[src/rtl/bss_pkg.sv]
`timescale 1ns / 1ps
// ----------------------------------------------------------------------------
// bss_pkg
// Shared types and constants for the bounded set store.
// ----------------------------------------------------------------------------
package bss_pkg;

  localparam int VALUE_W = 32;
  localparam int POS_W   = 4;
  localparam int COUNT_W = 5;

  typedef enum logic [1:0] {
    KIND_INSERT = 2'd0,
    KIND_REMOVE = 2'd1,
    KIND_TEST   = 2'd2,
    KIND_READ   = 2'd3
  } kind_e;

  // Command broadcast to every cell of the row
  typedef struct packed {
    logic               ins_commit;
    logic               rem_commit;
    logic [VALUE_W-1:0] key;
  } cell_cmd_t;

endpackage

[src/rtl/bss_cell.sv]
`timescale 1ns / 1ps
// ----------------------------------------------------------------------------
// bss_cell
// One entry of the set: compares against the key, appends on insert and
// takes its upper neighbor's word when a remove closes the gap.
// ----------------------------------------------------------------------------
module bss_cell #(
  parameter int CNT_W = 5,
  parameter int IDX   = 0
) (
  input  logic                       clk_i,
  input  bss_pkg::cell_cmd_t         cmd_i,
  input  logic [CNT_W-1:0]           count_i,
  input  logic                       found_i,
  input  logic [bss_pkg::VALUE_W-1:0] next_entry_i,
  output logic [bss_pkg::VALUE_W-1:0] entry_o,
  output logic                       match_o,
  output logic                       found_o
);

  logic [bss_pkg::VALUE_W-1:0] entry_q, entry_d;
  logic                        occupied;
  logic                        insert_here;
  logic                        shift;

  assign occupied    = count_i > CNT_W'(IDX);
  assign match_o     = occupied && (entry_q == cmd_i.key);
  assign found_o     = found_i | match_o;
  assign insert_here = cmd_i.ins_commit && (count_i == CNT_W'(IDX));
  assign shift       = cmd_i.rem_commit && found_o;

  always_comb begin
    entry_d = entry_q;
    if (insert_here) begin
      entry_d = cmd_i.key;
    end else if (shift) begin
      entry_d = next_entry_i;
    end
  end

  always_ff @(posedge clk_i) begin
    entry_q <= entry_d;
  end

  assign entry_o = entry_q;

endmodule

[src/rtl/bounded_set_store_core.sv]
`timescale 1ns / 1ps
// ----------------------------------------------------------------------------
// bounded_set_store_core
// Insertion-ordered set of distinct signed 32-bit values in a row of cells.
// ----------------------------------------------------------------------------
// Usage:
//   Requests enter on the s_axis channel; tuser carries the kind (insert,
//   remove, test, read) and tdata carries the value and the read position.
//   Each request yields exactly one result on m_axis with an ok flag, the
//   read word (zero unless a read hits), the count after the request and an
//   empty flag.
//   The result is registered: it is loaded into the output register on the
//   edge that takes the request. Throughput is one request per cycle while
//   the output register is free or draining; the key is compared in every
//   cell at once and a remove shifts the row by one place in that same
//   cycle, so the cell row plus the count register set it.
//   Reset clears the count and the output valid; entry words are not
//   cleared, since cells at or above the count never report a match or a read.
//   When the receiver stalls, the result holds and s_axis_tready drops until
//   the result is taken; with the output register free or draining, a new
//   request is taken every cycle.
// ----------------------------------------------------------------------------
module bounded_set_store_core #(
  parameter int CAPACITY = 16
) (
  input  logic        clk_i,
  input  logic        rst_ni,
  input  logic        s_axis_tvalid,
  output logic        s_axis_tready,
  input  logic [39:0] s_axis_tdata,  // value[31:0], position[35:32], zero pad
  input  logic [1:0]  s_axis_tuser,  // kind[1:0]
  output logic        m_axis_tvalid,
  input  logic        m_axis_tready,
  output logic [39:0] m_axis_tdata   // ok[0], read_value[32:1], count[37:33],
                                     // empty_res[38], zero pad
);

  localparam int CNT_W = $clog2(CAPACITY + 1);
  localparam int CMP_W = CNT_W + bss_pkg::POS_W;

  // Unpack the request
  bss_pkg::kind_e                    kind;
  logic [bss_pkg::VALUE_W-1:0]       key;
  logic [bss_pkg::POS_W-1:0]         pos;

  assign kind = bss_pkg::kind_e'(s_axis_tuser);
  assign key  = s_axis_tdata[bss_pkg::VALUE_W-1:0];
  assign pos  = s_axis_tdata[bss_pkg::VALUE_W +: bss_pkg::POS_W];

  logic accept;
  logic out_valid_q;

  assign s_axis_tready = !out_valid_q || m_axis_tready;
  assign accept        = s_axis_tvalid && s_axis_tready;

  // Count of valid entries
  logic [CNT_W-1:0] count_q, count_d;

  // Cell row wiring: found ripples upward, entries hand down on remove
  bss_pkg::cell_cmd_t          cmd;
  logic [CAPACITY:0]           found;
  logic [CAPACITY-1:0]         match;
  logic [bss_pkg::VALUE_W-1:0] entry  [CAPACITY];
  logic [bss_pkg::VALUE_W-1:0] next_w [CAPACITY];
  logic                        any_match;
  logic                        full;
  logic                        ins_ok;
  logic                        rem_ok;

  assign found[0]  = 1'b0;
  assign any_match = found[CAPACITY];
  assign full      = count_q == CNT_W'(CAPACITY);
  assign ins_ok    = (kind == bss_pkg::KIND_INSERT) && !any_match && !full;
  assign rem_ok    = (kind == bss_pkg::KIND_REMOVE) && any_match;

  assign cmd.ins_commit = accept && ins_ok;
  assign cmd.rem_commit = accept && rem_ok;
  assign cmd.key        = key;

  for (genvar i = 0; i < CAPACITY; i++) begin : g_cell
    // Top cell pulls in don't-care data; it leaves the occupied range anyway
    if (i == CAPACITY - 1) begin : g_top
      assign next_w[i] = entry[i];
    end else begin : g_mid
      assign next_w[i] = entry[i+1];
    end

    bss_cell #(
      .CNT_W (CNT_W),
      .IDX   (i)
    ) u_cell (
      .clk_i        (clk_i),
      .cmd_i        (cmd),
      .count_i      (count_q),
      .found_i      (found[i]),
      .next_entry_i (next_w[i]),
      .entry_o      (entry[i]),
      .match_o      (match[i]),
      .found_o      (found[i+1])
    );
  end

  // Read select: AND-OR over the cells a 4-bit position can address
  logic [bss_pkg::VALUE_W-1:0] rd_sel;
  logic                        rd_ok;

  always_comb begin
    rd_sel = '0;
    for (int i = 0; i < CAPACITY; i++) begin
      if (int'(pos) == i) begin
        rd_sel = rd_sel | entry[i];
      end
    end
  end

  assign rd_ok = (CMP_W'(pos) < CMP_W'(count_q));

  // Result of this request
  logic                        res_ok;
  logic [bss_pkg::VALUE_W-1:0] res_rd;

  always_comb begin
    res_ok = 1'b0;
    res_rd = '0;
    unique case (kind)
      bss_pkg::KIND_INSERT: res_ok = ins_ok;
      bss_pkg::KIND_REMOVE: res_ok = rem_ok;
      bss_pkg::KIND_TEST:   res_ok = any_match;
      bss_pkg::KIND_READ: begin
        res_ok = rd_ok;
        res_rd = rd_ok ? rd_sel : '0;
      end
      default: res_ok = 1'b0;
    endcase
  end

  always_comb begin
    count_d = count_q;
    if (cmd.ins_commit) begin
      count_d = count_q + CNT_W'(1);
    end else if (cmd.rem_commit) begin
      count_d = count_q - CNT_W'(1);
    end
  end

  // Output register
  logic                        out_ok_q;
  logic [bss_pkg::VALUE_W-1:0] out_rd_q;
  logic [bss_pkg::COUNT_W-1:0] out_count_q;
  logic                        out_empty_q;

  always_ff @(posedge clk_i or negedge rst_ni) begin
    if (!rst_ni) begin
      count_q     <= '0;
      out_valid_q <= 1'b0;
    end else begin
      count_q <= count_d;
      if (accept) begin
        out_valid_q <= 1'b1;
      end else if (m_axis_tready) begin
        out_valid_q <= 1'b0;
      end
    end
  end

  // Count field wraps or zero-extends to its 5-bit width
  always_ff @(posedge clk_i) begin
    if (accept) begin
      out_ok_q    <= res_ok;
      out_rd_q    <= res_rd;
      out_count_q <= bss_pkg::COUNT_W'(count_d);
      out_empty_q <= (count_d == '0);
    end
  end

  assign m_axis_tvalid = out_valid_q;
  assign m_axis_tdata  = {1'b0, out_empty_q, out_count_q, out_rd_q, out_ok_q};

  // Checks
  a_count_bound: assert property (@(posedge clk_i) disable iff (!rst_ni)
    count_q <= CNT_W'(CAPACITY))
    else $error("count exceeds capacity");

  a_distinct: assert property (@(posedge clk_i) disable iff (!rst_ni)
    $onehot0(match))
    else $error("value matched in more than one cell");

  a_insert_count: assert property (@(posedge clk_i) disable iff (!rst_ni)
    (accept && ins_ok) |=> (count_q == $past(count_q) + CNT_W'(1)))
    else $error("insert did not advance count");

  a_remove_count: assert property (@(posedge clk_i) disable iff (!rst_ni)
    (accept && rem_ok) |=> (count_q == $past(count_q) - CNT_W'(1)))
    else $error("remove did not drop count");

endmodule
[config.mk]
export PLATFORM = sky130hd
export DESIGN_NAME = bounded_set_store_core
export DESIGN_NICKNAME = d
export VERILOG_FILES = /design/src/rtl/bss_pkg.sv /design/src/rtl/bss_cell.sv /design/src/rtl/bounded_set_store_core.sv
export SDC_FILE = /design/constraint.sdc
export NUM_CORES = 1
export LEC_CHECK = 0
export BUFFER_PORTS_ARGS = -buffer_cell sky130_fd_sc_hd__buf_2
export CAP_MARGIN = 0
export CORE_UTILIZATION = 30
export CTS_BUF_LIST = sky130_fd_sc_hd__clkbuf_8
export CTS_CLUSTER_DIAMETER = 50
export DETAILED_ROUTE_END_ITERATION = 6
export SYNTH_ARGS = -nofsm -noshare
export SYNTH_HDL_FRONTEND = slang
export SYNTH_SLANG_ARGS = --single-unit
export TNS_END_PERCENT = 10
[constraint.sdc]
create_clock -name clk_i -period 6.1 [get_ports clk_i]
set_clock_uncertainty 0.05 [all_clocks]
set_input_delay 0.61 -clock clk_i [delete_from_list [all_inputs] [get_ports clk_i]]
set_output_delay 0.61 -clock clk_i [all_outputs]
set_load 0.005 [all_outputs]
# After elaboration in Yosys (flattened, before gate mapping)
# Cells that the tools add are included.
[word_totals]
word_cells = 250
reg_bits = 557
out_inout_bits = 42
[op_classes]
n_reduce_logical = 78
mux = 51
add_sub_neg = 2
eq_ne = 50
n_lt_le_gt_ge = 17
bitwise = 30
[op_table]
columns = ["operator", "count"]
rows = [
  ["$mux W32", 46],
  ["$eq A32 B32 Y1", 16],
  ["$or A32 B32 Y32", 15],
  ["$logic_and A1 B1 Y1", 53],
  ["$eq A5 B4 Y1 const B", 8],
  ["$gt A5 B4 Y1 const B", 8],
  ["$eq A4 B4 Y1 const B", 8],
  ["$reduce_bool A2 Y1", 16],
  ["$eq A5 B3 Y1 const B", 4],
  ["$gt A5 B3 Y1 const B", 4],
  ["$eq A4 B3 Y1 const B", 4],
  ["$or A1 B1 Y1", 15],
  ["$eq A5 B2 Y1 const B", 2],
  ["$gt A5 B1 Y1 const B", 2],
  ["$gt A5 B2 Y1 const B", 2],
  ["$logic_not A5 Y1", 2],
  ["$mux W5", 2],
  ["$eq A4 B2 Y1 const B", 2],
  ["$add A5 B1 Y5 const B", 1],
  ["$eq A5 B1 Y1 const B", 1],
  ["$eq A5 B5 Y1 const B", 1],
  ["$lt A4 B5 Y1", 1],
  ["$sub A5 B1 Y5 const B", 1],
  ["$eq A2 B2 Y1 const B", 2],
  ["9 further kinds", 12],
]

# Logic depth before layout (Yosys ltp)
# Gate-level depths: netlist (run 1).
[depth]
depth_word = 32
ltp_mapped = 16
depth_no_buf = 11

# Hierarchy
# A second synthesis (run 1) with hierarchy kept.
[unflattened]
cells_unflattened = 2606
hier_area_um2 = 34561.9
[by_module_without_submodules]
columns = ["mod", "area_per_inst_um2", "cells_each", "n_inst"]
rows = [
  ["bounded_set_store_core", 5869.4, 692, 1],
  ["bss_cell at g_cell[0].u_cell", 1910.6, 120, 1],
  ["bss_cell at g_cell[14].u_cell", 1895.6, 119, 1],
  ["bss_cell at g_cell[6].u_cell", 1870.5, 118, 1],
  ["bss_cell at g_cell[15].u_cell", 1811.7, 123, 1],
  ["bss_cell at g_cell[11].u_cell", 1803.0, 121, 1],
  ["bss_cell at g_cell[12].u_cell", 1779.2, 122, 1],
  ["bss_cell at g_cell[4].u_cell", 1775.5, 122, 1],
  ["bss_cell at g_cell[5].u_cell", 1773.0, 119, 1],
  ["bss_cell at g_cell[1].u_cell", 1767.9, 117, 1],
  ["bss_cell at g_cell[10].u_cell", 1766.7, 118, 1],
  ["bss_cell at g_cell[2].u_cell", 1764.2, 119, 1],
  ["bss_cell at g_cell[8].u_cell", 1764.2, 118, 1],
  ["bss_cell at g_cell[9].u_cell", 1761.7, 119, 1],
  ["+3 rows", "--", "--", "--"],
]

# Worst setup path after synthesis (run 1)
# No wires, ideal clock.
[synth_path]
path_type = "in2reg"
start = "input port s_axis_tdata[12]"
end = "register g_cell[10].u_cell.entry_q, in the netlist g_cell[10].u_cell.entry_o[0], enable pin"
slack_ns = 0.385
t_required_ns = 5.584
setup_time_ns = 0.466
stages = 13
arrival_time_ns = 5.200
n_path_buf = 4
path_cell_list = "buf_2 -> buf_4 -> xor2_1 -> nor4_1 -> nand4_1 -> or4_1 -> nor2_1 -> nor4b_4 -> and2_1 -> buf_6 -> buf_6 -> nand2b_1 -> o21ai_0"
[synth_between]
elab_chain_len = 23
word_cells_on_any_way = 56
classes_between = "eq/ne: 16; bitwise: 15; reduce/logical: 25"
[synth_lines]
columns = ["element", "line", "source"]
rows = [
  ["from (decl)", "bounded_set_store_core.sv:30", "input logic [39:0] s_axis_tdata,"],
  ["$eq A32 B32 Y1", "bss_cell.sv:27", "assign match_o = occupied && (entry_q == cmd_i.key);"],
  ["$logic_and A1 B1 Y1", "bss_cell.sv:27", ""],
  ["$or A1 B1 Y1 (15 in a row)", "bss_cell.sv:28", "assign found_o = found_i | match_o;"],
  ["$logic_not A1 Y1", "bounded_set_store_core.sv:73", "assign ins_ok = (kind == bss_pkg::KIND_INSERT) && !any_match && !full;"],
  ["$logic_and A1 B1 Y1 (2 in a row)", "bounded_set_store_core.sv:73", ""],
  ["$logic_and A1 B1 Y1", "bounded_set_store_core.sv:76", "assign cmd.ins_commit = accept && ins_ok;"],
  ["$logic_and A1 B1 Y1", "bss_cell.sv:29", "assign insert_here = cmd_i.ins_commit && (count_i == CNT_W'(IDX));"],
  ["$reduce_bool A2 Y1 (no line) *", "--", ""],
  ["to (signal assigned)", "bss_cell.sv:42", "entry_q <= entry_d;"],
  ["to (decl)", "bss_cell.sv:21", "logic [bss_pkg::VALUE_W-1:0] entry_q, entry_d;"],
]
# Every way passes the cells marked *; elsewhere a longest branch is shown, timed or not.
# A chain may end at the register's enable or synchronous reset.

# Worst setup path in the final report (run 1)
[layout_path]
start = "register count_q[1]"
end = "register g_cell[13].u_cell.entry_q, in the netlist g_cell[13].u_cell.entry_o[31], enable pin"
[layout_between]
elab_chain_len = 23
word_cells_on_any_way = 59
classes_between = "order compare: 16; eq/ne: 2; bitwise: 15; reduce/logical: 26"
[layout_lines]
columns = ["element", "line", "source"]
rows = [
  ["from (decl)", "bounded_set_store_core.sv:57", "logic [CNT_W-1:0] count_q, count_d;"],
  ["from (signal assigned)", "bounded_set_store_core.sv:157", "count_q <= count_d;"],
  ["$gt A5 B1 Y1", "bss_cell.sv:26", "assign occupied = count_i > CNT_W'(IDX);"],
  ["$logic_and A1 B1 Y1", "bss_cell.sv:27", ""],
  ["$or A1 B1 Y1 (15 in a row)", "bss_cell.sv:28", ""],
  ["$logic_not A1 Y1", "bounded_set_store_core.sv:73", ""],
  ["$logic_and A1 B1 Y1 (2 in a row)", "bounded_set_store_core.sv:73", ""],
  ["$logic_and A1 B1 Y1", "bounded_set_store_core.sv:76", ""],
  ["$logic_and A1 B1 Y1", "bss_cell.sv:29", ""],
  ["$reduce_bool A2 Y1 (no line) *", "--", ""],
  ["to (signal assigned)", "bss_cell.sv:42", ""],
  ["to (decl)", "bss_cell.sv:21", ""],
]
# Marks and branches as above.

==> impl_summary.txt, run 1 <==
----------------------------------------------------
[Flow run]
  Maximum capacitance violations ... 0

[Outcome]
  Result of the run ... completed

[CTS]
  Resize count post-CTS ... 0
  Clock buffer count from CTS ... ~100
  Number of levels in the clock H-tree ... 3
  Worst-path clk slew ... around 0.06 ns
  CTS tree ... yes
  Clock Tree Buf Depth ... 3
  Root buffer cell ... sky130_fd_sc_hd__clkbuf_8
  Worst skew pair latency ... around 0.79 ns
  Clk sink count ... between 500 and 600

[Logic synthesis]
  Multiplexer share of the synthesized area ... 0.165
  Sequential cell area fraction in the yosys report ... 0.509
  Unique masters post-synth ... about 60
  Share of synthesized cell area in and, or, nand and nor gates ... 0.0597
  Total standard cell area after synthesis ... between 30,000 and 40,000 µm²
  Primary FF master, synth ... sky130_fd_sc_hd__edfxtp_1
  Number of flops mapped to enable cells by yosys ... around 550
  Share of the synthesized area in the top cell type ... 0.505
  Number of nets in the synthesized netlist ... 2,531
  Post-synthesis compound-gate area fraction ... 0.0838
  Share of flip-flops with an asynchronous set or reset after synthesis ... 0.0108
  Adder-Cell Fraction of Synth Area ... 0.00305
  XOR/XNOR share of the synthesized area ... 0.137
  Gate count after technology mapping ... between 2,000 and 2,500
  Cells taking the most area after synthesis ... sky130_fd_sc_hd__edfxtp_1, sky130_fd_sc_hd__xor2_1, sky130_fd_sc_hd__mux2_2
  Flop and latch count out of synthesis ... between 500 and 600
  Largest family of logic cells by synthesized area ... multiplexers
  Yosys warning count ... 0
  Cell taking the most area after synthesis ... sky130_fd_sc_hd__edfxtp_1
  Average instance area after synthesis ... 13.2 µm²

[Pwr]
  Worst IR Drop VDD ... about 0.14 mV
  PwrDens ... about 260 nW/µm²
  Leakage power of the design ... approximately 13 nW

[Global routing]
  Pin count of the biggest net entering global routing ... 34
  Remaining global-route overflow ... 0
  Number of global-route vias before repair ... between 20,000 and 25,000
  Wire length of the first global-routing pass ... around 210 mm
  Total routing usage reported by global routing ... 0.283
  Antenna violations before repair ... 21

[Critical path]
  Max Fanout on Critical Path ... 20
  CP Capture Type ... register
  WP data required ... 6.42 ns
  Start-to-end type of the worst setup path ... reg -> reg
  Worst Setup Start Kind ... register
  Arrival time at the worst endpoint ... approximately 6.0 ns
  Minimum setup slack among reg-to-reg paths ... between 0.4 and 0.5 ns

[Timing]
  Max frequency ... 0.177 GHz
  Minimum clock period ... around 5.7 ns
  Fin crit share ... 0.927
  Min Hold Slack ... 0.0436 ns
  RSZ-0062 raised after global routing ... false
  Worst slew pin tran ... 1.14 ns
  Number of failing hold endpoints at the final stage ... 0
  Max-slew headroom at the worst pin ... 0.232
  Total Neg Setup Slack ... 0 ns
  Final-report setup violation count ... 0
  Count of pins over their slew limit ... 0

[Floorplanning]
  Starting density of the core ... 0.305
  Horiz. Die Dim ... between 300 and 400 µm
  Area of the core region ... ~110,000 µm²
  # rows ... 120
  Floorplan die area ... 111,000 µm²
  Die height ... about 330 µm
  Ports placed on the boundary ... between 80 and 90

[Placement]
  Gpl congestion ... 1.10
  Estimated wirelength of the detail-placed design ... approximately 110 mm
  Number of buffers inserted by port buffering ... between 80 and 90
  Cell Area, Placed ... ~36,000 µm²

[Detailed routing]
  Detailed-route DRC error count ... 0
  Overall routed net length ... around 160 mm
  Avg WL per Cell ... about 40 µm
  Vias ... ~25,000
  DRC marker count from the first detailed-route iteration ... slightly above 4,000
  ANT nets after route ... 0
  Detail-routed via count per cell ... between 6 and 7
  DRT Pass-1 Iters ... 5

[Final layout]
  Layout cells sized above 1 ... 0.268
  P&R area growth vs syn ... 14.7%
  Final standard cell utilization of the core ... 0.349
  Net total in the final layout ... 2,626
  Final cell area excluding filler cells ... about 38,000 µm²

[Worst hold path]
  Hold crit path type ... in -> reg

----------------------------------------------------
==> layer usage <==
layer / track usage / vias up / routed length, µm
li1: - / 9768 / -
met1: 0.377 / 12600 / 64300
met2: 0.416 / 1896 / 68200
met3: 0.0779 / 420 / 18200
met4: 0.145 / 22 / 9540
met5: 0 / - / 150
==> power breakdown <==
group | internal, mW | leakage (nW) | total, mW | switching [mW]
Clock | 1.92 | 1.10 | 3.69 | 1.77
Combinational | 0.426 | 6.43 | 1.48 | 1.06
Sequential | 4.29 | 5.06 | 4.42 | 0.133
Total | 6.64 | 12.6 | 9.60 | 2.96
==> layout make-up <==
type	count	area, µm²
clock inverter	83	567
fill	10600	70000
multi-input combinational	1662	15000
inverter	10	37.5
tap	1403	1760
antenna	12	30.0
timing repair buffer	238	2100
sequential	557	16700
clock buffer	106	1460
==> cell usage in the layout (no fill, tap or decap), drive strengths merged, types with 31 or more instances in the layout <==
master / count
a22oi: 66
clkinv: 51
xnor2: 105
a31oi: 34
nand4: 56
buf: 237
nor4: 108
inv: 31
a22o: 96
a221oi: 96
and3: 36
xor2: 408
mux2: 480
edfxtp: 551
clkbuf: 106
==> synth_stat cells (2+ instances only) <==
library cell                  n
sky130_fd_sc_hd__a311oi_1     2
sky130_fd_sc_hd__o211ai_1     2
sky130_fd_sc_hd__a211oi_1     3
sky130_fd_sc_hd__and2_1       5
sky130_fd_sc_hd__ha_1         8
sky130_fd_sc_hd__and4_1       8
sky130_fd_sc_hd__mux2i_1      2
sky130_fd_sc_hd__mux2_2     281
sky130_fd_sc_hd__buf_2       83
sky130_fd_sc_hd__a221oi_1    96
sky130_fd_sc_hd__nand2b_1    10
sky130_fd_sc_hd__clkbuf_1   107
sky130_fd_sc_hd__a2111oi_0    3
sky130_fd_sc_hd__nand4_1     51
sky130_fd_sc_hd__or4_1        2
sky130_fd_sc_hd__a21oi_1      6
sky130_fd_sc_hd__nand4_4      5
sky130_fd_sc_hd__xnor2_1    105
sky130_fd_sc_hd__nand3_1     12
sky130_fd_sc_hd__xor2_1     408
sky130_fd_sc_hd__and3_1      36
sky130_fd_sc_hd__buf_6       22
sky130_fd_sc_hd__nor4_1     108
sky130_fd_sc_hd__mux2_1     199
sky130_fd_sc_hd__inv_1        9
sky130_fd_sc_hd__nor2_1      30
sky130_fd_sc_hd__a22o_1      96
sky130_fd_sc_hd__edfxtp_1   551
sky130_fd_sc_hd__a21o_1       3
sky130_fd_sc_hd__or3_1        3
sky130_fd_sc_hd__a31oi_1     34
sky130_fd_sc_hd__o21ai_0     12
sky130_fd_sc_hd__a22oi_1     66
sky130_fd_sc_hd__nor3_1      20
sky130_fd_sc_hd__dfrtp_1      6
sky130_fd_sc_hd__o21bai_1     4
sky130_fd_sc_hd__buf_4       35
sky130_fd_sc_hd__o21a_1       2
sky130_fd_sc_hd__nand2_1     20
==> repair_timing <==
action,CTS,global route
endpoints found under the hold margin,6,0
setup buffers,0,0
hold buffers,1,0
==> critical path: stages, from the launching register on <==
cell                        delay [ns]
sky130_fd_sc_hd__dfrtp_1          0.55
sky130_fd_sc_hd__inv_1            0.26
sky130_fd_sc_hd__ha_1             0.48
sky130_fd_sc_hd__o21ba_2          0.23
sky130_fd_sc_hd__o21ai_0          0.37
sky130_fd_sc_hd__a211oi_1         0.21
sky130_fd_sc_hd__a2111oi_2        0.41
sky130_fd_sc_hd__nor4b_4          0.57
sky130_fd_sc_hd__and2_1           0.75
sky130_fd_sc_hd__and4_2           0.37
sky130_fd_sc_hd__buf_4            0.30
sky130_fd_sc_hd__o21bai_4         0.18
sky130_fd_sc_hd__buf_4            0.46
==> logic make-up after synthesis <==
family / count (synthesis)
DFF: 557
xor gates and xnor gates: 513
muxes: 482
AOI/OAI and AO/OA: 341
and+or+nand+nor: 317
buffers and inverters: 258
adders and majority gates: 8
other: 1
==> state kept, by name, summed over array words and instances, names as in the netlist <==
| signal | cells |
|---|---|
| count_q | 5 |
| g_cell.u_cell.entry_o | 512 |
| m_axis_tvalid | 1 |
| out_count_q | 5 |
| out_empty_q | 1 |
| out_ok_q | 1 |
| out_rd_q | 32 |
==> final timing paths <==
| kind | from | endpoint | depth (start not counted) |
|---|---|---|---|
| worst max-delay path | count_q[1] | g_cell[13].u_cell.entry_o[31] | 12 |
| worst min-delay path | s_axis_tvalid | m_axis_tvalid | 2 |
| worst max register to register | count_q[1] | g_cell[13].u_cell.entry_o[31] | 12 |
| worst min register to register | m_axis_tvalid | m_axis_tvalid | 2 |
| max in group asynchronous | rst_ni | m_axis_tvalid | 2 |
| min in group asynchronous | rst_ni | count_q[3] | 2 |
==> per-stage QoR <==
stage / setup slack [ns] / instances / power (mW)
detailed placement: 0.537 / 3869 / 5.91
CTS: 0.661 / 4059 / 9.57
floorplan: 0.385 / 2477 / 5.21
global route: 0.337 / 4062 / 9.81
finish: 0.442 / 4071 / 9.60
global placement: 0.554 / 3869 / 5.92
Note: power is estimated with default switching activity, not from simulation.
==> run 2: changes to the inputs <==
--- a/config.mk
+++ b/config.mk
@@ -5,7 +5,7 @@
 export SDC_FILE = /design/constraint.sdc
 export NUM_CORES = 1
 export LEC_CHECK = 0
-export BUFFER_PORTS_ARGS = -buffer_cell sky130_fd_sc_hd__buf_2
+export BUFFER_PORTS_ARGS = -buffer_cell sky130_fd_sc_hd__clkbuf_2
 export CAP_MARGIN = 0
 export CORE_UTILIZATION = 30
 export CTS_BUF_LIST = sky130_fd_sc_hd__clkbuf_8
==> run 2 against run 1 <==
Against the previous run: clock power fell by 3%; hold slack improved by 0.012 ns; combinational power barely moved; fmax rose by 18%; core utilization rose by 0.49 points; critical path depth did not move; sequential cell count did not move; register-to-register slack improved by 0.86 ns.
==> impl_summary.txt, run 2 (synthesized netlist as in run 1, its figures left out) <==
----------------------------------------------------
[Pwr]
  Clk network pwr share ... 0.377 (-0.007)
  Worst IR Drop VDD ... 0.132 mV (-5.9%)
  Logic gate share of total power ... 0.158 (+0.003)
  Final total power ... 9.51 mW (-0.86%)
  Sequential share of power ... 0.465 (+0.004)
  Switching power ... 2.96 mW (about the same)
  Design internal power ... 6.55 mW (-1.3%)
  Leakage power of the design ... 12.9 nW (+2.5%)
  PwrDens ... 249 nW/µm² (-2.2%)
  Switching power as a share of total power ... 0.311 (+0.00283)

[Outcome]
  Result of the run ... completed

[Critical path]
  CP Cell Sequence ... xor2_1, nor4_1, nand4_1, a2111oi_1, nor4_1, and3_1, and2_1, buf_12, nand2b_1, buf_12, o21ai_4, buf_12
  Critical Path Slowest Stage Cell ... sky130_fd_sc_hd__nor4_1
  Minimum setup slack among reg-to-reg paths ... 1.30 ns (+0.86 ns)
  Cell type with the highest occurrence count on the critical path ... sky130_fd_sc_hd__buf_12
  Worst setup path end ... g_cell[4].u_cell.entry_o[18]
  WP data required ... 6.49 ns (+0.07 ns)
  Max Fanout on Critical Path ... 21 (+5.0%)
  Cell depth of the worst flop-to-flop path ... 12 (unchanged)
  Worst Setup Start Kind ... register
  Maximum cell stage delay along the critical path ... 0.85 ns (+0.10 ns)
  Endpoint of the worst register-to-register path ... g_cell[4].u_cell.entry_o[18]
  Crit path buffers/inverters ... 3 (unchanged)
  Cell count along the critical path ... 12 (unchanged)
  Start-to-end type of the worst setup path ... reg -> reg
  Cell class contributing the biggest share of worst-path delay ... simple AND/OR/NAND/NOR gates
  CP Capture Type ... register
  Worst R2R Start ... g_cell[0].u_cell.entry_o[8]
  Timing startpoint of the critical path ... g_cell[0].u_cell.entry_o[8]
  Arrival time at the worst endpoint ... 5.19 ns (-0.78 ns)

[Worst hold path]
  Hold crit path type ... in -> reg

[Detailed routing]
  Detail-routed via count per cell ... 6.09 (+0.28%)
  Overall routed net length ... 165 mm (+3.1%)
  Vias ... 25,000 (+0.94%)
  ANT nets after route ... 0 (unchanged)
  Avg WL per Cell ... 40.3 µm (+2.4%)
  DRC marker count from the first detailed-route iteration ... 4,572 (+12%)
  Detailed-route DRC error count ... 0 (unchanged)
  DRT Pass-1 Iters ... 6 (+1)

[CTS]
  Root buffer cell ... sky130_fd_sc_hd__clkbuf_8
  Clock Tree Buf Depth ... 3 (unchanged)
  Clock buffer count from CTS ... 107 (+3.9%)
  Clk sink count ... 557 (unchanged)
  Worst skew pair latency ... 0.79 ns (about the same)
  Number of levels in the clock H-tree ... 3 (unchanged)
  Worst-path clk slew ... 0.06 ns (about the same)
  CTS tree ... yes

[Floorplanning]
  # rows ... 120 (unchanged)
  Horiz. Die Dim ... 333 µm (unchanged)
  Die height ... 333 µm (unchanged)
  Ports placed on the boundary ... 88 (unchanged)
  Starting density of the core ... 0.305 (unchanged)
  Area of the core region ... 108,000 µm² (unchanged)
  Floorplan die area ... 111,000 µm² (unchanged)

[Timing]
  Min Hold Slack ... 0.0556 ns (+0.0121 ns)
  RSZ-0062 raised after global routing ... false
  Total Neg Setup Slack ... 0 ns (unchanged)
  Fin crit share ... 0.787 (-0.141)
  Final-report setup violation count ... 0 (unchanged)
  Worst slew pin tran ... 1.12 ns (-0.0170 ns)
  Count of pins over their slew limit ... 0 (unchanged)
  Max frequency ... 0.208 GHz (+18%)
  Minimum clock period ... 4.80 ns (-0.859 ns)
  Number of failing hold endpoints at the final stage ... 0 (unchanged)
  Max-slew headroom at the worst pin ... 0.245 (+0.0133)

[Global routing]
  Antenna violations before repair ... 9 (-57%)
  Wire length of the first global-routing pass ... 218 mm (+2.6%)
  Pin count of the biggest net entering global routing ... 33 (-2.9%)
  Remaining global-route overflow ... 0 (unchanged)
  Number of global-route vias before repair ... 23,300 (+1.1%)
  Total routing usage reported by global routing ... 0.292 (+0.00983)

[Placement]
  Count of placed standard cells including taps ... 3,902 (+0.85%)
  Estimated wirelength of the detail-placed design ... 121 mm (+5.6%)
  Number of buffers inserted by port buffering ... 82 (unchanged)
  Gpl congestion ... 1.10 (-0.21%)

[Final layout]
  Most common cell after layout, fill and taps aside ... sky130_fd_sc_hd__edfxtp_1
  Fillers ... 10,500 (-0.87%)
  Layout cells sized above 1 ... 0.271 (+0.00330)
  P&R area growth vs syn ... 16.3%
  Most used cells in the layout excluding fill and tap cells ... sky130_fd_sc_hd__edfxtp_1, sky130_fd_sc_hd__xor2_1, sky130_fd_sc_hd__mux2_2
  Net total in the final layout ... 2,664 (+1.4%)
  Count of non-filler cells in the finished layout ... 4,098 (+0.66%)
  Flip-flop count of the largest register, all copies and words added ... 512 (unchanged)

[Flow run]
  Maximum capacitance violations ... 0 (unchanged)

----------------------------------------------------
-- run 2: how the worst min path moves through the flow --
stage                                from                            to  depth (start not counted)
after detailed placement           rst_ni                 m_axis_tvalid                          1
after global placement             rst_ni                    count_q[2]                          1
after global routing      s_axis_tdata[5]  g_cell[15].u_cell.entry_o[5]                          1
after CTS                 s_axis_tdata[5]  g_cell[15].u_cell.entry_o[5]                          1
after floorplan                    rst_ni                    count_q[0]                          0
final                     s_axis_tdata[5]  g_cell[15].u_cell.entry_o[5]                          1
-- run 2: power groups by stage --
stage	Combinational [mW]	Clock (mW)	Sequential, mW
2_1_floorplan	0.790	0	4.42
3_3_place_gp	1.44	0	4.49
3_5_place_dp	1.44	0	4.49
4_1_cts	1.44	3.61	4.42
5_1_grt	1.51	3.76	4.43
6_report	1.50	3.59	4.42
-- run 2: through the flow --
stage / instance area (µm²) / worst slack [ns] / utilization
floorplan: 32800 / 0.385 / -
global placement: 36200 / 0.996 / 0.336
detailed placement: 36200 / 1.00 / 0.336
CTS: 38100 / 1.47 / 0.354
global route: 38100 / 1.22 / 0.354
finish: 38100 / 1.30 / 0.354
-- run 2: layout make-up --
type	count	area, µm²	share of cell area
clock buffer	109	1500	0.0393
multi-input combinational	1662	15000	0.393
antenna	5	12.5	0.000328
sequential	557	16700	0.438
tap	1403	1760	0.0460
inverter	10	37.5	0.000984
timing repair buffer	272	2720	0.0712
clock inverter	80	453	0.0119
-- run 2: layer usage --
layer | up-vias | global-route usage | routed length, µm | share of wire
met3 | 388 | 0.0666 | 19200 | 0.12
met4 | 8 | 0.149 | 10200 | 0.062
met1 | 12700 | 0.396 | 65100 | 0.39
li1 | 9854 | - | - | -
met5 | - | 0 | 57 | 0.00034
met2 | 2008 | 0.434 | 70700 | 0.43
-- run 2: timing repair --
action / in CTS / in global routing
hold endpoints to repair: 7 / 0
resized for setup: 0 / 0
hold buffers: 2 / 0
setup buffers: 0 / 0
